## src/rtl/assert_macros.svh

```systemverilog
// Assertion macros shared by the color box median locator RTL.
// Depends on clk and rst_n being visible where the macros are used.
`ifndef ASSERT_MACROS_SVH
`define ASSERT_MACROS_SVH

// Condition that must hold at every clock edge out of reset.
`define ASSERT_ALWAYS(lbl, cond) \
  lbl: assert property (@(posedge clk) disable iff (!rst_n) (cond)) \
    else $error("assertion violated");

// Consequent that must hold in the same cycle as the antecedent.
`define ASSERT_IMPL(lbl, ante, cons) \
  lbl: assert property (@(posedge clk) disable iff (!rst_n) (ante) |-> (cons)) \
    else $error("assertion violated");

// Consequent that must hold in the cycle after the antecedent.
`define ASSERT_NEXT(lbl, ante, cons) \
  lbl: assert property (@(posedge clk) disable iff (!rst_n) (ante) |=> (cons)) \
    else $error("assertion violated");

`endif

```

## src/rtl/cbml_pkg.sv

```systemverilog
// Package for the color box median locator: types, register map and defaults.
// Used by every module of the block; depends on nothing.
`default_nettype none

package cbml_pkg;

  localparam int CAPACITY_DEF   = 1024;
  localparam int COORD_BITS_DEF = 13;
  localparam int CHAN_BITS      = 8;
  localparam int TOTAL_BITS     = 11;
  localparam int NUM_REGS       = 6;
  localparam int CFG_IDX_BITS   = 3;

  typedef enum logic [CFG_IDX_BITS-1:0] {
    REG_BLUE_LOW   = 3'd0,
    REG_GREEN_LOW  = 3'd1,
    REG_RED_LOW    = 3'd2,
    REG_BLUE_HIGH  = 3'd3,
    REG_GREEN_HIGH = 3'd4,
    REG_RED_HIGH   = 3'd5
  } reg_idx_t;

  localparam logic [CHAN_BITS-1:0] BOX_RESET [NUM_REGS] = '{
    8'd50, 8'd122, 8'd230, 8'd160, 8'd244, 8'd255
  };

  typedef enum logic [1:0] {
    CELL_HOLD   = 2'd0,
    CELL_INSERT = 2'd1,
    CELL_SHIFT  = 2'd2
  } cell_op_t;

  typedef enum logic {
    ST_IDLE  = 1'b0,
    ST_DRAIN = 1'b1
  } state_t;

endpackage

`default_nettype wire

```

## src/rtl/cbml_box.sv

```systemverilog
// Color box registers and the pixel match test against them.
// Depends on cbml_pkg for the register map and reset values.
`default_nettype none

module cbml_box
  import cbml_pkg::*;
(
  input  wire                    clk,
  input  wire                    rst_n,
  input  wire                    cfg_we,
  input  wire [CFG_IDX_BITS-1:0] cfg_index,
  input  wire [CHAN_BITS-1:0]    cfg_data,
  input  wire [CHAN_BITS-1:0]    blue,
  input  wire [CHAN_BITS-1:0]    green,
  input  wire [CHAN_BITS-1:0]    red,
  output logic                   match
);

  logic [CHAN_BITS-1:0] box_r [NUM_REGS];

  always_ff @(posedge clk) begin
    if (!rst_n) begin
      for (int i = 0; i < NUM_REGS; i++) begin
        box_r[i] <= BOX_RESET[i];
      end
    end else if (cfg_we && (cfg_index <= REG_RED_HIGH)) begin
      box_r[cfg_index] <= cfg_data;
    end
  end

  assign match = (blue  >= box_r[REG_BLUE_LOW])  && (blue  <= box_r[REG_BLUE_HIGH])  &&
                 (green >= box_r[REG_GREEN_LOW]) && (green <= box_r[REG_GREEN_HIGH]) &&
                 (red   >= box_r[REG_RED_LOW])   && (red   <= box_r[REG_RED_HIGH]);

endmodule

`default_nettype wire

```

## config.mk

```make
export PLATFORM = sky130hd
export DESIGN_NAME = cbml_box
export DESIGN_NICKNAME = d
export VERILOG_FILES = /design/src/rtl/assert_macros.svh /design/src/rtl/cbml_pkg.sv /design/src/rtl/cbml_box.sv
export SDC_FILE = /design/constraint.sdc
export NUM_CORES = 1
export LEC_CHECK = 0
export BUFFER_PORTS_ARGS = -buffer_cell sky130_fd_sc_hd__buf_2
export CORE_ASPECT_RATIO = 1.75
export CORE_UTILIZATION = 62
export DETAILED_ROUTE_END_ITERATION = 7
export GPL_TIMING_DRIVEN = 0
export MAX_ROUTING_LAYER = met4
export PLACE_DENSITY_LB_ADDON = 0.25
export SLEW_MARGIN = 10
export SYNTH_ARGS = -nofsm -noshare
export SYNTH_HDL_FRONTEND = slang
export SYNTH_SLANG_ARGS = --single-unit
```

## constraint.sdc

```tcl
create_clock -name clk -period 3.22 [get_ports clk]
set_input_delay 0.644 -clock clk [delete_from_list [all_inputs] [get_ports clk]]
set_output_delay 0.644 -clock clk [all_outputs]
set_load 0.05 [all_outputs]
```

# Yosys cells after proc, flatten, opt, wreduce, memory -nomap -nowiden
# Memories as Yosys holds them, arrays and structs flattened.
# Cells that the tools add are included.
[word_totals] reg_bits=0 ram_bits=48 in_bits=38 output_inout_bits=1 elab_cells=22 memories=1
[op_classes] n_lt_le_gt_ge=7 muxes=7 n_reduce_logical=7
[mem_list] name="box_r" words=6 word_bits=8 rd=6 rd_ports_with_merged_regs=0 wr=6 line="cbml_box.sv:19" text="logic [CHAN_BITS-1:0] box_r [NUM_REGS];"
[op_table] operator=">= comparator 8 bit" n=3
[op_table] operator="less-or-equal comparator 8 bit" n=3
[op_table] operator="two-way mux 8 bit" n=1
[op_table] operator="OR reduction 8 bit" n=1
[op_table] operator="logical AND 1 bit" n=6
[op_table] operator="two-way mux 1 bit" n=5
[op_table] operator="less-or-equal comparator 3 bit, second input constant" n=1
[op_table] operator="two-way mux 3 bit" n=1

# Logic depth before layout (Yosys ltp)
# Gate-level depths: netlist of run 1.
[depth] word_depth=7 mapped_depth=8 depth_no_buf=8

# Worst setup path after synthesis of run 1
# Ideal clock, no wire load.
[synth_path] path_type="input to output" startpoint="input blue[1]" endpoint="output match" arrival_ns=3.035 required_ns=2.576 setup_slack_ns=-0.459 cell_stages=7 path_buffers=0 path_cell_list="ha_1 > nor2b_1 > o211ai_1 > a21oi_1 > nor3_1 > o211ai_1 > nor4bb_1"
[synth_via] elab_chain_cells=6 elab_cells_between_ends=7 classes_between="order compare (2); reduce/logical (5)"
[synth_rtl] item="start, declared" line="cbml_box.sv:13" text="input wire [CHAN_BITS-1:0] blue,"
[synth_rtl] item=">= comparator 8 bit or less-or-equal comparator 8 bit (tied branches)" line="cbml_box.sv:31" text="assign match = (blue >= box_r[REG_BLUE_LOW]) && (blue <= box_r[REG_BLUE_HIGH]) &&"
[synth_rtl] item="logical AND 1 bit (*) (2 in series)" line="cbml_box.sv:31"
[synth_rtl] item="logical AND 1 bit (*) (2 in series)" line="cbml_box.sv:32" text="(green >= box_r[REG_GREEN_LOW]) && (green <= box_r[REG_GREEN_HIGH]) &&"
[synth_rtl] item="logical AND 1 bit (*)" line="cbml_box.sv:33" text="(red >= box_r[REG_RED_LOW]) && (red <= box_r[REG_RED_HIGH]);"
[synth_rtl] item="end, declared" line="cbml_box.sv:16" text="output logic match"
# Mark *: on every way between the ends. The rest lies on a longest branch, timed or not.

# Worst setup path in the final report of run 1
# Ends and elaborated chain as after synthesis.

==> results of run 1 <==
[cell type report]
| type | count | area, um2 |
|---|---|---|
| sequential | 48 | 1440 |
| multi-input combinational | 181 | 1300 |
| fill | 354 | 1160 |
| inverter | 54 | 203 |
| timing repair buffer | 38 | 190 |
| clock buffer | 6 | 72.6 |
| tap | 51 | 63.8 |
| clock inverter | 2 | 35.0 |
| buffer | 1 | 11.3 |
[power groups by stage]
stage	clock [W]	combinational (W)	sequential [W]
6_report	0.000424	0.000230	0.000741
3_5_place_dp	0	0.000231	0.000756
3_3_place_gp	0	0.000216	0.000754
4_1_cts	0.000426	0.000233	0.000741
2_1_floorplan	0	0.000145	0.000752
5_1_grt	0.000442	0.000271	0.000745
[cells by family (layout without fill, tap and decap cells)]
group,after synthesis,in the layout,share of synthesized area [%]
AND/OR/NAND/NOR,90,90,15.1
adder cells (fa/ha/maj),48,48,20.3
flip-flops,48,48,48.8
AO/OA/AOI/OAI,43,43,8.47
buffers and inverters,55,101,7.25
[per-layer routing]
metal / vias to the layer above / part of all wire (%)
met3: 17 / 4.0
li1: 1071 / -
met4: 0 / 3.5
met1: 1004 / 34
met2: 51 / 58
met5: - / 0
[cell usage in the layout (no fill, tap or decap), drive strengths merged, types with 2 or more instances in the layout]
cell type and count:
edfxtp 48, o21ai 11, ha 48, inv 54
nand3 2, nand2b 4, nor2b 3, buf 39
a211oi 2, nor2 33, clkbuf 6, a21o 2
or3 2, nor3 4, o22ai 3, o211ai 5
and2 3, nand2 28, a21oi 17, nand4 7
[worst paths after layout]
path,start,end,slack (ns),cells after the start
max,blue[1],match,0.18,9
min,cfg_data[5],box_r[3][5],0.63,2
[per-stage QoR]
stage / std cells / instance area (um2) / setup slack [ns] / hold WS (ns) / util, %
CTS: 381 / 3320 / 0.131 / 0.620 / 74.1
floorplan: 284 / 2960 / 0.0552 / 0.822 / -
detailed placement: 373 / 3210 / 0.134 / 0.934 / 71.7
global route: 381 / 3320 / 0.0573 / 0.637 / 74.1
global placement: 373 / 3210 / 0.154 / 0.926 / 71.7
finish: 381 / 3320 / 0.184 / 0.627 / 74.1
==> summary.md, run 1 <==
| Metric | Value |
|---|---|
| GRT Max-Usage Layer | `met2` |
| GRT met1 Usage | `between 20 and 30%` |
| Die width | `roughly 54 um` |
| Most frequent cells after synthesis | `inv_1, edfxtp_1, ha_1` |
| Post-synthesis average cell area | `10.4 um2` |
| Initial Util | `between 60 and 70%` |
| Drt wl/cell | `15.5 um` |
| Worst-path clk slew | `roughly 0.09 ns` |
| Via density | `roughly 5.6` |
| Yosys reg bits | `48` |
| Netlist Area Pre-Place | `2950 um2` |
| Synth area leaders | `edfxtp_1, ha_1, inv_1, nor2_1, nand2_1` |
| Boundary Pins | `39` |
| Total power | `0.00140 W` |
| Sequential share of the synthesized area | `48.8%` |
| Sw power | `0.000341 W` |
| Setup Buffers After CTS | `0` |
| Switch share | `about a quarter` |
| Syn Nets | `370` |
| Critical path's slowest cell | `buf_2` |
| Htree depth | `2` |
| Worst EP required | `2.58 ns` |
| Cell Pwr Density | `420 nW/um2` |
| Final period utilization | `94.3%` |
| Initial DRT Pass Iterations | `4` |
| Root Driver | `clkbuf_8` |
| DRT iter0 DRCs | `60` |
| Diode count | `0` |
| CTS buffer count | `5` |
| Crit-path cells | `buf_2, ha_1, nor2b_1, o211ai_1, a21oi_1, nor3_1, o211ai_1, nor4bb_2, buf_2` |
| Final Hold Vio Count | `0` |
| First-pass GRT wire length | `9440 um` |
| Crit path buffers/inverters | `2` |
| VDD IR max | `433 uV` |
| DRC Markers | `0` |
| CP max FO | `2` |
| Total die area | `5050 um2` |
| Tightest Hold Check Type | `input port to register` |
| CTS tree | `done` |
| Cell taking the most area after synthesis | `edfxtp_1` |
| Vias | `2143` |
| Final setup viols | `0` |
| IO Port Bufs | `38` |
| Post-layout min period | `3.04 ns` |
| Top reg by flops | `box_r` |
| Synth async-reset ratio | `0%` |
| Synth Instances | `approximately 280` |
| Final GP Congestion | `about 0.86` |
| Least-Margin Pin Slew | `0.844 ns` |
| RSZ-0062 raised after global routing | `no` |
| Setup tns final | `0 ns` |
| WP data arrival | `~2.4 ns` |
| Post-synth top area share | `48.8%` |
| Std-Cell Rows | `32` |
| Post-CTS Hold Buffers | `0` |
| CP Launch Type | `input port` |
| Crit end category | `output port` |
| Worst Setup Path Type | `input port to output port` |
| Die Ht | `93.3 um` |
| P_int | `0.00105 W` |
| Largest net degree at the start of global routing | `15` |
| Post-synth cell types | `31` |
| Vias in the first global route | `about 2300` |
| Status | `finished, final reports clean` |
| Max frequency | `329 MHz` |
| Post-synth EDFFs | `48` |
| Slowest stage delay, CP | `a little over 0.3 ns` |
| Lkg Pwr | `1.55 nW` |
| Clk pwr share | `30.4%` |
| Max Cap Viol | `0` |
| Reg power frac | `between 50% and 60%` |
| CP top delay family | `simple AND/OR/NAND/NOR gates` |
| Post-route ant nets | `0` |
| Met2 Resource Use GR | `slightly above 50%` |
| Most common cell in the netlist | `inv_1` |
| Layout cells sized above 1 | `16.1%` |
| Yosys warns | `0` |
| Largest register FFs | `48` |
| Met3 Use GR | `5.04%` |
| Gate power share | `16.5%` |
| Total GRT Usage | `28.2%` |
| Detail Placement HPWL | `about 4800 um` |
| Area Overhead vs Synth | `12.5%` |
| Clock sinks | `48` |
| Routed WL | `approximately 6000 um` |
| PostCTS Resize Cnt | `0` |
| Initial antenna violation count | `0` |
| Relative slew slack | `approximately 43%` |
| Largest regs | `box_r (48)` |
| Synth Flop Type | `edfxtp_1` |
| Final net count | `415` |
| Gr ovfl total | `0` |
| Worst-case clock buffer depth | `2` |
| Area of the core | `4480 um2` |
| Final slew viol count | `0` |
Power figures use the tool's default switching activity.
==> run 2: changes to the inputs <==
--- a/config.mk
+++ b/config.mk
@@ -6,7 +6,7 @@
 export NUM_CORES = 1
 export LEC_CHECK = 0
 export BUFFER_PORTS_ARGS = -buffer_cell sky130_fd_sc_hd__buf_2
-export CORE_ASPECT_RATIO = 1.75
+export CORE_ASPECT_RATIO = 0.8
 export CORE_UTILIZATION = 62
 export DETAILED_ROUTE_END_ITERATION = 7
 export GPL_TIMING_DRIVEN = 0
==> run 2 against run 1 <==
  * Worst hold slack worse by 0.0027 ns
  * Wire length down 4.7%
  * Setup slack better by 0.020 ns
  * Die area down 0.19%
  * Non-clock buffer count unchanged
  * Maximum frequency up 0.68%
  * Global-route usage down 2.3 points
  * Power down 6.1%
  * Count of clock-buffer cells in the layout up 1
  * Via count down 1.6%
  * Sequential share of layout area up 0.21 points
  * Largest cell class unchanged
==> summary.md, run 2 (synthesis results as in run 1) <==
| Metric | Value |
|---|---|
| Final Hold Vio Count | `0` |
| CTS buffer count | `5` |
| Tightest Hold Check Type | `input port to register` |
| DRT iter0 DRCs | `74` |
| Post-CTS Hold Buffers | `0` |
| Inst Count DP | `382` |
| Met2 WL | `2810 um` |
| Final GP Congestion | `0.841` |
| Commonest non-fill, non-tap cell in the layout | `inv_1` |
| Worst EP required | `around 2.6 ns` |
| Worst-case clock buffer depth | `2` |
| Final setup viols | `0` |
| Setup Buffers After CTS | `0` |
| Most frequent cells in the layout | `inv_1, ha_1, edfxtp_1` |
| Post-layout min period | `3.02 ns` |
| Final net count | `415` |
| Total GRT Usage | `25.9%` |
| Metal-1 WL | `about 2500 um` |
| Max Cap Viol | `0` |
| Vias | `2109` |
| Largest regs | `box_r (48)` |
| Initial Util | `64.6%` |
| Status | `finished, final reports clean` |
| Cell Pwr Density | `about 400 nW/um2` |
| IO Port Bufs | `38` |
| Utilization after layout | `between 70% and 80%` |
| CP endpoint | `match` |
| Final Non-Filler Cells | `390` |
| Relative slew slack | `22.4%` |
| RSZ-0062 raised after global routing | `no` |
| VDD IR max | `395 uV` |
| Max frequency | `approximately 330 MHz` |
| Std-Cell Rows | `22` |
| Initial DRT Pass Iterations | `4` |
| Initial antenna violation count | `0` |
| CP Launch Type | `input port` |
| Largest register FFs | `48` |
| Top Metal Used | `met4` |
| Worst-path clk slew | `0.08 ns` |
| Boundary Pins | `39` |
| Area of the core | `4570 um2` |
| Gr ovfl total | `0` |
| Via density | `5.41` |
| Detail Placement HPWL | `4530 um` |
| Setup tns final | `0 ns` |
| Largest net degree at the start of global routing | `14` |
| Die Ht | `63.7 um` |
| Clock sinks | `48` |
| CTS tree | `done` |
| Die width | `~79 um` |
| Diode count | `0` |
| First-pass GRT wire length | `9190 um` |
| Worst Setup Path Type | `input port to output port` |
| Layout cells sized above 1 | `15.5%` |
| Drt wl/cell | `14.5 um` |
| Total power | `~0.0013 W` |
| Total die area | `5040 um2` |
| Fill cells | `~380` |
| Routed met3 length | `between 150 and 200 um` |
| PostCTS Resize Cnt | `0` |
| Lkg Pwr | `1.53 nW` |
| Area Overhead vs Synth | `11.9%` |
| DRC Markers | `0` |
| Final period utilization | `93.7%` |
| WP data arrival | `2.37 ns` |
| Top reg by flops | `box_r` |
| Root Driver | `clkbuf_8` |
| Final slew viol count | `0` |
| Post-route ant nets | `0` |
| Routed WL | `5640 um` |
| CP startpoint | `blue[1]` |
| Least-Margin Pin Slew | `1.15 ns` |
| Vias in the first global route | `2096` |
| Crit end category | `output port` |
| Htree depth | `2` |
| CP max FO | `2` |
## run 2: per-layer routing
layer	track usage, %	up-vias
li1	-	1072
met1	29.9	982
met2	44.4	43
met3	4.06	12
met4	11.4	0
met5	-	-
## run 2: cell type report
cell class	count	area, um2	area share (%)
buffer	1	11.3	0.341
clock buffer	7	76.3	2.31
clock inverter	1	3.75	0.114
inverter	54	203	6.13
multi-input combinational	181	1300	39.5
sequential	48	1440	43.6
tap	60	75.1	2.27
timing repair buffer	38	190	5.76
## run 2: worst min-delay path by stage
stage                startpoint  cells after the start           to  slack, ns
global placement    cfg_data[5]                      2  box_r[3][5]       0.93
global route        cfg_data[5]                      2  box_r[3][5]       0.62
finish              cfg_data[5]                      2  box_r[3][5]       0.62
CTS                 cfg_data[5]                      2  box_r[3][5]       0.62
detailed placement  cfg_data[5]                      2  box_r[3][5]       0.93
floorplan           cfg_data[4]                      1  box_r[4][4]       0.82
## run 2: per-stage QoR
stage	hold WS, ns	setup slack [ns]	area, um2
6_report	0.624	0.204	3300
5_1_grt	0.617	0.0821	3300
4_1_cts	0.621	0.191	3300
3_5_place_dp	0.934	0.193	3220
3_3_place_gp	0.931	0.198	3220
2_1_floorplan	0.822	0.0552	2960
## run 2: power by group
group          switching, W  leakage [nW]  internal [W]
Sequential        0.0000106         0.472      0.000730
Combinational      0.000135          1.02     0.0000937
Clock              0.000190        0.0399      0.000151
## run 2: worst max-delay path, cell delays in order
cell,delay (ns)
buf_2,0.11
ha_1,0.30
nor2b_1,0.14
o211ai_1,0.20
a21oi_1,0.10
nor3_1,0.16
o211ai_1,0.15
nor4bb_2,0.27
buf_2,0.29
