**src/rtl/assert_macros.svh**
```systemverilog
// Assertion macros shared by the color box median locator RTL.
// Depends on clk and rst_n being visible where the macros are used.
`ifndef ASSERT_MACROS_SVH
`define ASSERT_MACROS_SVH

// Condition that must hold at every clock edge out of reset.
`define ASSERT_ALWAYS(lbl, cond) \
  lbl: assert property (@(posedge clk) disable iff (!rst_n) (cond)) \
    else $error("assertion violated");

// Consequent that must hold in the same cycle as the antecedent.
`define ASSERT_IMPL(lbl, ante, cons) \
  lbl: assert property (@(posedge clk) disable iff (!rst_n) (ante) |-> (cons)) \
    else $error("assertion violated");

// Consequent that must hold in the cycle after the antecedent.
`define ASSERT_NEXT(lbl, ante, cons) \
  lbl: assert property (@(posedge clk) disable iff (!rst_n) (ante) |=> (cons)) \
    else $error("assertion violated");

`endif

```
**src/rtl/cbml_pkg.sv**
```systemverilog
// Package for the color box median locator: types, register map and defaults.
// Used by every module of the block; depends on nothing.
`default_nettype none

package cbml_pkg;

  localparam int CAPACITY_DEF   = 1024;
  localparam int COORD_BITS_DEF = 13;
  localparam int CHAN_BITS      = 8;
  localparam int TOTAL_BITS     = 11;
  localparam int NUM_REGS       = 6;
  localparam int CFG_IDX_BITS   = 3;

  typedef enum logic [CFG_IDX_BITS-1:0] {
    REG_BLUE_LOW   = 3'd0,
    REG_GREEN_LOW  = 3'd1,
    REG_RED_LOW    = 3'd2,
    REG_BLUE_HIGH  = 3'd3,
    REG_GREEN_HIGH = 3'd4,
    REG_RED_HIGH   = 3'd5
  } reg_idx_t;

  localparam logic [CHAN_BITS-1:0] BOX_RESET [NUM_REGS] = '{
    8'd50, 8'd122, 8'd230, 8'd160, 8'd244, 8'd255
  };

  typedef enum logic [1:0] {
    CELL_HOLD   = 2'd0,
    CELL_INSERT = 2'd1,
    CELL_SHIFT  = 2'd2
  } cell_op_t;

  typedef enum logic {
    ST_IDLE  = 1'b0,
    ST_DRAIN = 1'b1
  } state_t;

endpackage

`default_nettype wire

```
**src/rtl/cbml_cell.sv**
```systemverilog
// One cell of the sorted chain: holds one row and one column entry.
// Depends on cbml_pkg; neighbors exchange values and compare flags each cycle.
`default_nettype none

module cbml_cell
  import cbml_pkg::*;
#(
  parameter int IDX        = 0,
  parameter int COORD_BITS = COORD_BITS_DEF,
  parameter int CNT_W      = 11
) (
  input  wire                   clk,
  input  cell_op_t              op,
  input  wire [CNT_W-1:0]       cnt,
  input  wire [COORD_BITS-1:0]  ins_row,
  input  wire [COORD_BITS-1:0]  ins_col,
  input  wire [COORD_BITS-1:0]  left_row,
  input  wire [COORD_BITS-1:0]  left_col,
  input  wire                   left_gt_row,
  input  wire                   left_gt_col,
  input  wire [COORD_BITS-1:0]  right_row,
  input  wire [COORD_BITS-1:0]  right_col,
  output logic [COORD_BITS-1:0] row_q,
  output logic [COORD_BITS-1:0] col_q,
  output logic                  gt_row,
  output logic                  gt_col
);

  logic [COORD_BITS-1:0] row_r, row_nxt;
  logic [COORD_BITS-1:0] col_r, col_nxt;
  logic                  occ;

  // An unoccupied cell counts as greater, so the first free cell takes the new value.
  assign occ    = CNT_W'(IDX) < cnt;
  assign gt_row = !occ || (row_r > ins_row);
  assign gt_col = !occ || (col_r > ins_col);
  assign row_q  = row_r;
  assign col_q  = col_r;

  always_comb begin
    row_nxt = row_r;
    col_nxt = col_r;
    case (op)
      CELL_INSERT: begin
        if (gt_row) begin
          row_nxt = left_gt_row ? left_row : ins_row;
        end
        if (gt_col) begin
          col_nxt = left_gt_col ? left_col : ins_col;
        end
      end
      CELL_SHIFT: begin
        row_nxt = right_row;
        col_nxt = right_col;
      end
      default: begin
        row_nxt = row_r;
        col_nxt = col_r;
      end
    endcase
  end

  always_ff @(posedge clk) begin
    row_r <= row_nxt;
    col_r <= col_nxt;
  end

endmodule

`default_nettype wire

```
**config.mk**
```make
export PLATFORM = sky130hd
export DESIGN_NAME = cbml_cell
export DESIGN_NICKNAME = d
export VERILOG_FILES = /design/src/rtl/assert_macros.svh /design/src/rtl/cbml_pkg.sv /design/src/rtl/cbml_cell.sv
export SDC_FILE = /design/constraint.sdc
export NUM_CORES = 1
export LEC_CHECK = 0
export BUFFER_PORTS_ARGS = -buffer_cell sky130_fd_sc_hd__buf_2
export CAP_MARGIN = 20
export CORE_UTILIZATION = 30
export CTS_BUF_LIST = sky130_fd_sc_hd__clkbuf_8
export CTS_CLUSTER_DIAMETER = 50
export DETAILED_ROUTE_END_ITERATION = 10
export MAX_ROUTING_LAYER = met4
export SYNTH_ARGS = -nofsm -noshare
export SYNTH_HDL_FRONTEND = slang
export SYNTH_SLANG_ARGS = --single-unit
```
**constraint.sdc**
```tcl
create_clock -name clk -period 2.2 [get_ports clk]
set_input_delay 0.22 -clock clk [delete_from_list [all_inputs] [get_ports clk]]
set_output_delay 0.22 -clock clk [all_outputs]
set_load 0.02 [all_outputs]
```
After elaboration in Yosys (flattened, before gate mapping). Cells that the tools add are included.

$lt $le $gt $ge: 3. Eq/ne operators: 4. Multiplexer cells: 6. Reductions and logical operators: 6.

Operators with widths (count): two-way mux 13 bit (4); one-hot mux 13 bit (2 select lines) (2); greater-than comparator 13 bit (2); < comparator 1 x 11 -> 1 bit (first input constant) (1); inequality test 2 bit (second input constant) (2); AND reduction 2 bit (2); == test 2 x 1 -> 1 bit (second input constant) (1); == test 2 bit (second input constant) (1); logical OR 1 bit (2); nonzero test 2 bit (1); logical NOT 1 bit (1).

Flip-flop bits (word level): 26. Input port bits: 94. Output and inout bits: 28. Logic and storage cells: 21.

Longest topological paths before layout. Gate-level depths: netlist of the first run.

Depth in word-level cells: 5. Gate-level depth with buffers: 7.

Worst setup path before layout of the first run. No wires, ideal clock.

Path kind: register -> register. From: register row_r[7], in the netlist row_q[7]. To: register row_r[0], in the netlist row_q[0] (enable). Library setup time: 0.394 ns. Arrival: 2.238 ns. Required time: 1.806 ns. Slack: -0.431 ns. Cell stages (with the launch flop): 7. Period minus slack after synthesis: 2.631 ns. Path through: edfxtp_1 ha_1 nand4_2 nor2_1 a211oi_1 o211a_1 o41ai_2.

Cells in the longest elaborated chain, start to end: 4.

RTL lines: from (decl) (RTL line cbml_cell.sv:29) `logic [COORD_BITS-1:0] row_r, row_nxt;`; from (signal assigned) (RTL line cbml_cell.sv:64) `row_r <= row_nxt;`; greater-than comparator 13 bit (RTL line cbml_cell.sv:35) `assign gt_row = !occ || (row_r > ins_row);`; logical OR 1 bit (RTL line cbml_cell.sv:35); inequality test 2 bit (no line); AND reduction 2 bit (no line).

Every way passes these cells. A chain may end at the register's enable or synchronous reset.

Worst setup path after layout of the first run.
From: register col_r[1], in the netlist col_q[1]. To: output gt_col.

Cells in the longest elaborated chain, start to end: 2.

RTL lines: from (decl) (RTL line cbml_cell.sv:30) `logic [COORD_BITS-1:0] col_r, col_nxt;`; from (signal assigned) (RTL line cbml_cell.sv:65) `col_r <= col_nxt;`; greater-than comparator 13 bit (RTL line cbml_cell.sv:36) `assign gt_col = !occ || (col_r > ins_col);`; logical OR 1 bit (RTL line cbml_cell.sv:36); to (decl) (RTL line cbml_cell.sv:26) `output logic gt_col`.

Every way passes these cells.

==> qor.txt, run 1 <==
status -> finished with violations
failing checks -> setup timing
global routing usage on met3 -> 1.95%
ratio of routed vias to standard cells -> 4.71
placeable core area -> 6490 um^2
Internal Dissipation -> 994 uW
total of buffers placed on input and output ports -> 121
TritonCTS clock tree -> built
Clk pin slew, worst setup/hold paths -> 0.10 ns
post-layout util -> 48.1%
biggest area contributors in the synthesized netlist -> edfxtp_1 38%, ha_1 16%, mux2i_1 13%
unrepaired setup endpoints after global routing -> yes
Final WS setup -> -0.0582 ns
class of the tightest hold or removal check -> in2reg
Synth Cell Area -> 2070 um^2
total congestion overflow -> 0
final period demand of the worst path -> 2.26 ns
cell depth of the worst hold path -> 3
net switching share of the total power -> 32.1%
pre-CTS setup slack -> -0.0805 ns
vias in the first global route -> 1975
area of the die -> 7240 um^2
area of the multi-input gates -> 1340 um^2
Starting Density -> 31.9%
final number of setup-violating endpoints -> 1
synthesized instance count -> 220
Synth top area share -> 37.7%
number of remaining DRC errors -> 0
maximum number of pins on one net before global-route repair -> 29
category of the worst setup path launch point -> flip-flop
Area Overhead vs Synth -> 50.9%
number of primary I/O pins -> 122
row cnt -> 29
final routed wirelength across all metal layers -> 5.63 mm
most frequent cells in the layout -> 119 x buf_2, 33 x nand2_1, 28 x inv_1
Post-CTS Hold Fix Bufs -> 0
DR vias -> 2025
share of synthesized area occupied by flip-flops and latches -> 37.7%
clock latency at the later pin of the worst-skew pair -> 0.27 ns
CTS max path bufs -> 2
Die Y -> 85.1 um
synthesis-stage register bit count -> 26
most common cell after layout, fill and taps aside -> buf_2
power density over cell area -> 469 nW/um^2
CP arrival -> 2.04 ns
Routed WL per cell -> 13.1 um
register share of total power -> 43.0%
clk root buf -> clkbuf_8
post-detail-place hpwl -> 4.71 mm
starting DRC count in detailed routing -> 66
nets@finish -> 474
fraction of met1 tracks used by global routing -> 19.7%
relative contribution of combinational cells to total power -> 37.9%
Die Span X -> 85.1 um
FILL cells -> 650
part of the power in the clock network -> 19.2%
maximum fanout along the worst path -> 2
normalized max-slew margin -> 69.9%
Fin Setup TNS -> -0.0582 ns
final hold violations -> 0
cell depth of the worst flop-to-flop path -> 8
transition time at the pin with the least slew margin -> 0.451 ns
Period Utilization, post-route -> 103%
area of all sequential standard cells -> 781 um^2
Slew Limit Fails -> 0
post-synth net total -> 340
total net switching power -> 470 uW
routability congestion estimate -> 0.809
final setup skew -> 0.00280 ns
wire length of the first global-routing pass -> 8.97 mm
number of antenna cells inserted -> 0
cell type with the largest total area after synthesis -> edfxtp_1
clock net sink count -> 26
CP Capture Type -> output port
mean cell area of the mapped netlist -> 9.41 um^2
met2 demand-to-capacity share in global routing -> 27.9%
Max Cap Violations -> 0
total number of H-tree levels -> 1
detailed-routing iteration count for the pre-antenna-repair pass -> 4
global-route usage over all layers -> 16.0%
layout cell share with drive strength beyond 1 -> 46.7%
final cell area excluding filler cells -> 3120 um^2
Placement Cell Area -> 2940 um^2
clock buffer count from CTS -> 3
Antenna Violating Nets Remaining -> 0
fmax -> 443 MHz
Lkg Pwr -> 0.00153 uW
worst setup path category -> reg2out
Max VDD drop -> 0.330 mV
data required time of the critical path -> 1.98 ns
number of unique standard cell types used by synthesis -> 27
warnings from Yosys -> 0
initial antenna violation count -> 0
most utilized layer in the global route result -> met2
==> cells in the mapped netlist <==
master	count
nand4_1	3
nor2b_1	2
a21oi_1	8
clkbuf_1	3
nand4_2	2
edfxtp_1	26
nor4_2	1
nor2_1	6
nor3_1	1
a211oi_1	2
a21boi_1	1
nand3_1	5
nor4_1	4
o211a_1	1
nand2_1	33
mux2i_1	26
o21a_1	1
inv_1	28
o21bai_1	2
buf_2	7
o21ai_1	15
o21ai_0	13
o31a_1	1
a2111oi_2	1
a21o_1	1
o41ai_2	1
ha_1	26
==> registers in the layout, indices dropped and copies added (netlist names) <==
signal	flops
col_q	13
row_q	13
==> metal layers <==
metal,up-vias,part of all wire [%]
met5,-,0
met4,0,0.83
met3,2,3.9
met2,56,51
met1,915,44
li1,1052,-
==> worst max-delay path, stage by stage, from the launching register on <==
cell and delay (ns):
edfxtp_1 0.40, ha_1 0.28, nand4_1 0.12, nor2_1 0.06
o31a_1 0.31, a2111oi_4 0.31, o21bai_1 0.11, buf_4 0.17
==> final cells by class <==
| type | instances | share of cell area, % |
|---|---|---|
| Inverter | 28 | 3.36 |
| Clock buffer | 3 | 1.32 |
| Multi-Input combinational cell | 156 | 42.9 |
| Timing Repair Buffer | 139 | 24.3 |
| Tap cell | 77 | 3.08 |
| Clock inverter | 1 | 0.120 |
| Sequential cell | 26 | 25.0 |
==> through the flow <==
stage	cells	hold slack [ns]	total power, uW
after floorplan	220	0.407	936
after global placement	421	0.504	1140
after detailed placement	421	0.500	1150
after CTS	425	0.218	1440
after global routing	430	0.232	1560
final	430	0.222	1460
==> timing repair <==
action | in CTS | in global routing
setup buffers | 0 | 5
pin swaps | 1 | 12
endpoints found under the setup margin | 15 | 28
gates resized for setup | 1 | 13
==> cell families (layout without fill, tap and decap cells) <==
group	after synthesis	after routing	share of synthesized area, %
AO/OA/AOI/OAI	47	47	13.7
flip-flops	26	26	37.7
adder cells (fa/ha/maj)	26	26	15.7
multiplexers	26	26	12.6
buffers and inverters	38	171	7.31
AND/OR/NAND/NOR	57	57	13.1
==> path summary, 6_finish.rpt <==
check	start	end	slack [ns]
worst max-delay path	col_q[1]	gt_col	-0.06
worst min-delay path	right_row[4]	row_q[4]	0.22
worst max register to register	col_q[1]	col_q[12]	0.08
worst min register to register	col_q[12]	col_q[11]	1.14
==> power groups by stage <==
stage | Clock (uW) | Sequential (uW) | Combinational (uW)
6_report | 281 | 629 | 555
5_1_grt | 308 | 634 | 617
4_1_cts | 294 | 629 | 520
3_5_place_dp | 0 | 640 | 513
3_3_place_gp | 0 | 638 | 506
2_1_floorplan | 0 | 687 | 248
Note: power is estimated with default switching activity, not from simulation.
==> inputs of run 2 (changes only) <==
==> constraint.sdc (replaced) <==
create_clock -name clk -period 2.12 [get_ports clk]
set_input_delay 0.212 -clock clk [delete_from_list [all_inputs] [get_ports clk]]
set_output_delay 0.212 -clock clk [all_outputs]
set_load 0.02 [all_outputs]
==> run 2 against run 1 <==
Compared with the run above: the run still ends with setup timing left; via count increased by 1.3%; global-route usage increased by 0.53 points; power increased by 4.9%; sequential share of layout area decreased by 0.24 points; largest cell class unchanged; cell count increased by 0.70%; combinational power increased by 6.7%; hold slack got worse by 0.014 ns; highest routed layer unchanged; flip-flop and latch count unchanged; sequential power increased by 3.5%; register-to-register slack got worse by 0.04 ns; final area increased by 0.96%.
==> qor.txt, run 2 (synthesis gave the netlist of run 1 again) <==
status -> finished with violations
failing checks -> setup timing
final routed wirelength across all metal layers -> 5.76 mm (+2.2%)
final setup skew -> 0.00761 ns (+0.00481 ns)
net switching share of the total power -> 32.3% (+0.17 points)
most common cell after layout, fill and taps aside -> buf_2
total net switching power -> 496 uW (+5.5%)
global-route usage over all layers -> 16.5% (+0.53 points)
worst setup path startpoint -> col_q[8]
origin of the critical flop-to-flop path -> row_q[8]
final cell area excluding filler cells -> 3150 um^2 (+0.96%)
maximum fanout along the worst path -> 2 (unchanged)
CTS max path bufs -> 2 (unchanged)
clk root buf -> clkbuf_8
area of all sequential standard cells -> 781 um^2 (unchanged)
layout cell share with drive strength beyond 1 -> 47.8% (+1.0 points)
vias in the first global route -> 2014 (+2.0%)
Slew Limit Fails -> 0 (unchanged)
starting DRC count in detailed routing -> 51 (-23%)
cell type of the slowest stage on the worst timing path -> edfxtp_1
register share of total power -> 42.4% (-0.6 points)
Routed WL per cell -> 13.3 um (+1.5%)
area of the die -> 7240 um^2 (unchanged)
total number of H-tree levels -> 1 (unchanged)
Clk pin slew, worst setup/hold paths -> 0.10 ns (about the same)
most used cell along the critical path -> buf_4
FILL cells -> 648 (-0.31%)
sequence of cells on the critical path -> ha_1 -> buf_4 -> a21oi_4 -> a21oi_2 -> a2111oi_4 -> o21bai_1 -> buf_4
clock latency at the later pin of the worst-skew pair -> 0.27 ns (about the same)
Final WS setup -> -0.124 ns (-0.0660 ns)
final number of setup-violating endpoints -> 1 (unchanged)
total number of cells along the worst setup path -> 7 (unchanged)
total congestion overflow -> 0 (unchanged)
worst setup path category -> reg2out
number of primary I/O pins -> 122 (unchanged)
max incr delay on CP -> 0.41 ns (about the same)
Period Utilization, post-route -> 106%
routability congestion estimate -> 0.847 (+4.8%)
row cnt -> 29 (unchanged)
normalized max-slew margin -> 68.4% (-1.6 points)
category of the worst setup path launch point -> flip-flop
number of remaining DRC errors -> 0 (unchanged)
fmax -> 446 MHz
unrepaired setup endpoints after global routing -> yes
Placement Cell Area -> 2950 um^2 (+0.51%)
final period demand of the worst path -> 2.24 ns
Lkg Pwr -> 0.00155 uW (+1.2%)
area of the multi-input gates -> 1340 um^2 (+0.28%)
relative contribution of combinational cells to total power -> 38.5% (+0.6 points)
initial antenna violation count -> 0 (unchanged)
data required time of the critical path -> 1.91 ns (-0.07 ns)
end point of the critical path -> gt_col
TritonCTS clock tree -> built
Max VDD drop -> 0.216 mV (-34%)
Fin Setup TNS -> -0.124 ns (-0.0660 ns)
placeable core area -> 6490 um^2 (unchanged)
number of antenna cells inserted -> 0 (unchanged)
Starting Density -> 31.9% (unchanged)
power density over cell area -> 487 nW/um^2 (+3.9%)
DR vias -> 2051 (+1.3%)
Worst R2R End -> row_q[7]
Internal Dissipation -> 1040 uW (+4.7%)
dominant delay contributor by cell family on the critical path -> compound AO/OA/AOI/OAI gates
clock buffer count from CTS -> 3 (unchanged)
transition time at the pin with the least slew margin -> 0.475 ns (+0.0236 ns)
wire length of the first global-routing pass -> 9.14 mm (+1.9%)
Antenna Violating Nets Remaining -> 0 (unchanged)
class of the tightest hold or removal check -> in2reg
Crit path buffers/inverters -> 2 (+1)
detailed-routing iteration count for the pre-antenna-repair pass -> 4 (unchanged)
clock net sink count -> 26 (unchanged)
final hold violations -> 0 (unchanged)
part of the power in the clock network -> 19.1% (about the same)
Design Power -> 1540 uW (+4.9%)
post-detail-place hpwl -> 4.77 mm (+1.3%)
Post-CTS Hold Fix Bufs -> 0 (unchanged)
Die Y -> 85.1 um (unchanged)
Max Cap Violations -> 0 (unchanged)
most frequent cells in the layout -> 119 x buf_2, 33 x nand2_1, 28 x inv_1
CP arrival -> 2.03 ns (about the same)
maximum number of pins on one net before global-route repair -> 53 (+83%)
cell depth of the worst flop-to-flop path -> 7 (-1)
nets@finish -> 477 (+0.63%)
Worst R2R Setup Slack -> 0.04 ns (-0.04 ns)
total of buffers placed on input and output ports -> 121 (unchanged)
CP Capture Type -> output port
Die Span X -> 85.1 um (unchanged)
ratio of routed vias to standard cells -> 4.74 (+0.58%)
Area Overhead vs Synth -> 52.3%
run 2: cell types whose count changed in the layout (fill, tap and decap cells not counted), sizes merged:
cell,before,now
buf,139,142
run 2: worst reg2reg max path: stages (launching register included):
cell	delay, ns
edfxtp_1	0.44
ha_4	0.31
nand4_4	0.13
nor2_4	0.14
a211oi_2	0.05
o211a_1	0.26
o41ai_4	0.26
buf_4	0.22
run 2: layer usage:
layer,vias up,track usage [%],wire [um]
li1,1057,-,-
met1,940,20.1,2490
met2,52,29.2,2980
met3,2,1.75,244
met4,0,4.16,47
met5,-,-,0
run 2: how the worst min path moves through the flow:
stage | startpoint | cells after the start | slack, ns | to
floorplan | right_col[0] | 2 | 0.40 | col_q[0]
global placement | right_row[4] | 3 | 0.50 | row_q[4]
detailed placement | right_col[7] | 3 | 0.49 | col_q[7]
CTS | right_col[7] | 3 | 0.21 | col_q[7]
global route | right_col[7] | 3 | 0.22 | col_q[7]
finish | right_col[7] | 3 | 0.21 | col_q[7]
run 2: final cells by class:
cell class	count	area share, %
tap	77	3.05
clock buffer	3	1.31
sequential	26	24.8
clock inverter	1	0.119
timing repair buffer	142	24.9
multi-input combinational	156	42.6
inverter	28	3.33
run 2: repair_timing:
item                       in CTS  in global routing
resized for setup               6                 13
pin swaps                       3                 13
setup endpoints to repair      22                 28
buffers inserted                2                  4
run 2: stage by stage:
| stage | hold slack (ns) | worst slack (ns) | utilization [%] | cells |
|---|---|---|---|---|
| floorplan | 0.399 | -0.223 | - | 220 |
| global placement | 0.495 | -0.0482 | 45.5 | 423 |
| detailed placement | 0.492 | -0.114 | 45.5 | 423 |
| CTS | 0.205 | -0.187 | 47.0 | 429 |
| global route | 0.221 | -0.251 | 48.6 | 433 |
| finish | 0.209 | -0.124 | 48.6 | 433 |
run 2: power by group through the flow:
stage,clock network (uW),logic (uW),registers [uW]
floorplan,0,258,713
global placement,0,529,662
detailed placement,0,540,663
CTS,302,562,652
global route,320,656,657
finish,293,592,651
==> inputs of run 3 (changes only) <==
--- a/config.mk
+++ b/config.mk
@@ -11,7 +11,9 @@
 export CTS_BUF_LIST = sky130_fd_sc_hd__clkbuf_8
 export CTS_CLUSTER_DIAMETER = 50
 export DETAILED_ROUTE_END_ITERATION = 10
+export GPL_TIMING_DRIVEN = 0
 export MAX_ROUTING_LAYER = met4
+export PLACE_DENSITY = 0.61
 export SYNTH_ARGS = -nofsm -noshare
 export SYNTH_HDL_FRONTEND = slang
 export SYNTH_SLANG_ARGS = --single-unit
==> run 3 against run 2 <==
Compared with the run above: the run still ends with setup timing left; non-clock buffer count increased by 6; maximum frequency decreased by 1.4%; combinational power increased by 3.5%; global-route usage increased by 1.2 points; via count increased by 2.2%; sequential power about the same; clock power increased by 45%; flip-flop and latch count unchanged; count of clock-buffer cells in the layout unchanged; register-to-register slack got worse by 0.20 ns.
==> qor.txt, run 3 (synthesis gave the netlist of run 1 again) <==
cell depth of the worst flop-to-flop path -> 9 (+2)
Post-CTS Hold Fix Bufs -> 0 (unchanged)
fmax -> 440 MHz (-1.4%)
final number of setup-violating endpoints -> 28 (+27)
total number of H-tree levels -> 1 (unchanged)
maximum fanout along the worst path -> 4 (+2)
area of all sequential standard cells -> 781 um^2 (unchanged)
worst setup path startpoint -> col_q[11]
most frequent cells in the layout -> 124 x buf_2, 33 x nand2_1, 28 x inv_1
normalized max-slew margin -> 67.9% (-0.49 points)
row cnt -> 29 (unchanged)
CP Capture Type -> flip-flop
clk root buf -> clkbuf_8
final routed wirelength across all metal layers -> 6.08 mm (+5.5%)
final hold violations -> 0 (unchanged)
Starting Density -> 31.9% (unchanged)
end point of the critical path -> col_q[5]
vias in the first global route -> 2151 (+6.8%)
clock latency at the later pin of the worst-skew pair -> 0.28 ns (about the same)
category of the worst setup path launch point -> flip-flop
FILL cells -> 634 (-2.2%)
maximum number of pins on one net before global-route repair -> 16 (-70%)
total congestion overflow -> 0 (unchanged)
status -> finished with violations
Period Utilization, post-route -> 107% (+1.5 points)
number of primary I/O pins -> 122 (unchanged)
Die Y -> 85.1 um (unchanged)
Worst R2R Setup Slack -> -0.16 ns (-0.20 ns)
data required time of the critical path -> 2.14 ns (+0.23 ns)
final setup skew -> 0.00955 ns (+0.00194 ns)
Slew Limit Fails -> 0 (unchanged)
class of the tightest hold or removal check -> in2reg
worst setup path category -> reg2reg
Max VDD drop -> 0.258 mV (+19%)
transition time at the pin with the least slew margin -> 0.482 ns (+0.00736 ns)
layout cell share with drive strength beyond 1 -> 48.1% (+0.31 points)
pre-CTS setup slack -> -0.470 ns (-0.356 ns)
TritonCTS clock tree -> built
ratio of routed vias to standard cells -> 4.77 (+0.80%)
nets@finish -> 483 (+1.3%)
detailed-routing iteration count for the pre-antenna-repair pass -> 4 (unchanged)
CTS max path bufs -> 2 (unchanged)
power density over cell area -> 520 nW/um^2 (+6.7%)
most common cell after layout, fill and taps aside -> buf_2
Routed WL per cell -> 13.8 um (+4.1%)
area of the multi-input gates -> 1360 um^2 (+1.5%)
starting DRC count in detailed routing -> 68 (+33%)
initial antenna violation count -> 0 (unchanged)
worst hold margin -> 0.207 ns (-0.00123 ns)
Lkg Pwr -> 0.00159 uW (+2.9%)
placeable core area -> 6490 um^2 (unchanged)
area of the die -> 7240 um^2 (unchanged)
number of remaining DRC errors -> 0 (unchanged)
DR vias -> 2096 (+2.2%)
Clk pin slew, worst setup/hold paths -> 0.10 ns (about the same)
Area Overhead vs Synth -> 57.1%
origin of the critical flop-to-flop path -> col_q[11]
unrepaired setup endpoints after global routing -> yes
total of buffers placed on input and output ports -> 119 (-1.7%)
final cell area excluding filler cells -> 3250 um^2 (+3.1%)
Final WS setup -> -0.155 ns (-0.0308 ns)
Design Power -> 1690 uW (+10%)
number of antenna cells inserted -> 0 (unchanged)
failing checks -> setup timing
Worst R2R End -> col_q[5]
Max Cap Violations -> 0 (unchanged)
clock buffer count from CTS -> 3 (unchanged)
CP arrival -> 2.29 ns (+0.26 ns)
global-route usage over all layers -> 17.7% (+1.2 points)
clock net sink count -> 26 (unchanged)
post-layout util -> 50.1% (+1.5 points)
routability congestion estimate -> 0.770 (-9.1%)
post-detail-place hpwl -> 4.76 mm (-0.29%)
Die Span X -> 85.1 um (unchanged)
Antenna Violating Nets Remaining -> 0 (unchanged)
Placement Cell Area -> 2870 um^2 (-2.8%)
wire length of the first global-routing pass -> 9.81 mm (+7.3%)
final period demand of the worst path -> 2.28 ns (+0.0308 ns)
## run 3: changes by cell type in the layout (fill, tap and decap cells not counted), sizes merged
cell,change
clkbuf,+3
bufinv,+1
buf,+3
clkinv,-1
## run 3: how the worst min path moves through the flow
stage	depth (start not counted)	start	slack, ns	endpoint
floorplan	2	right_col[0]	0.40	col_q[0]
global placement	3	right_row[4]	0.49	row_q[4]
detailed placement	3	right_row[4]	0.49	row_q[4]
CTS	3	right_row[4]	0.20	row_q[4]
global route	3	right_col[6]	0.20	col_q[6]
finish	3	right_row[4]	0.21	row_q[4]
## run 3: stage by stage
stage | std cells | TNS [ns]
floorplan | 220 | -2.90
global placement | 416 | -8.29
detailed placement | 416 | -8.95
CTS | 436 | -3.20
global route | 439 | -4.85
finish | 439 | -2.18
## run 3: power by group
| part | total, uW | internal, uW | leakage [uW] | switching, uW |
|---|---|---|---|---|
| registers | 654 | 625 | 0.000249 | 28.5 |
| clock network | 425 | 253 | 0.0000357 | 172 |
| logic | 613 | 299 | 0.00131 | 313 |
## run 3: timing repair
item	CTS	global route
cloned	1	0
setup buffers	15	5
pin swaps	8	10
setup endpoints to repair	28	28
resized for setup	12	12
## run 3: metal layers
metal | GRT usage, % | vias up | wire (um)
met1 | 21.7 | 958 | 2690
li1 | - | 1067 | -
met5 | - | - | 0
met4 | 4.16 | 0 | 73
met2 | 30.9 | 65 | 3020
met3 | 2.33 | 6 | 292
## run 3: layout make-up
class | instances | area share, %
timing repair buffer | 138 | 24.3
sequential | 26 | 24.0
clock buffer | 3 | 1.27
multi-input combinational | 156 | 41.9
clock inverter | 1 | 0.923
tap | 77 | 2.96
inverter | 28 | 3.23
buffer | 10 | 1.42
## run 3: worst max-delay path, cell delays in order (launching register included)
cell and delay, ns:
edfxtp_1 0.46, ha_4 0.30, nand4_1 0.19, nor2_2 0.19, o31a_1 0.23, a2111oi_4 0.06, buf_4 0.15, o21ai_4 0.19
buf_6 0.14, buf_16 0.10
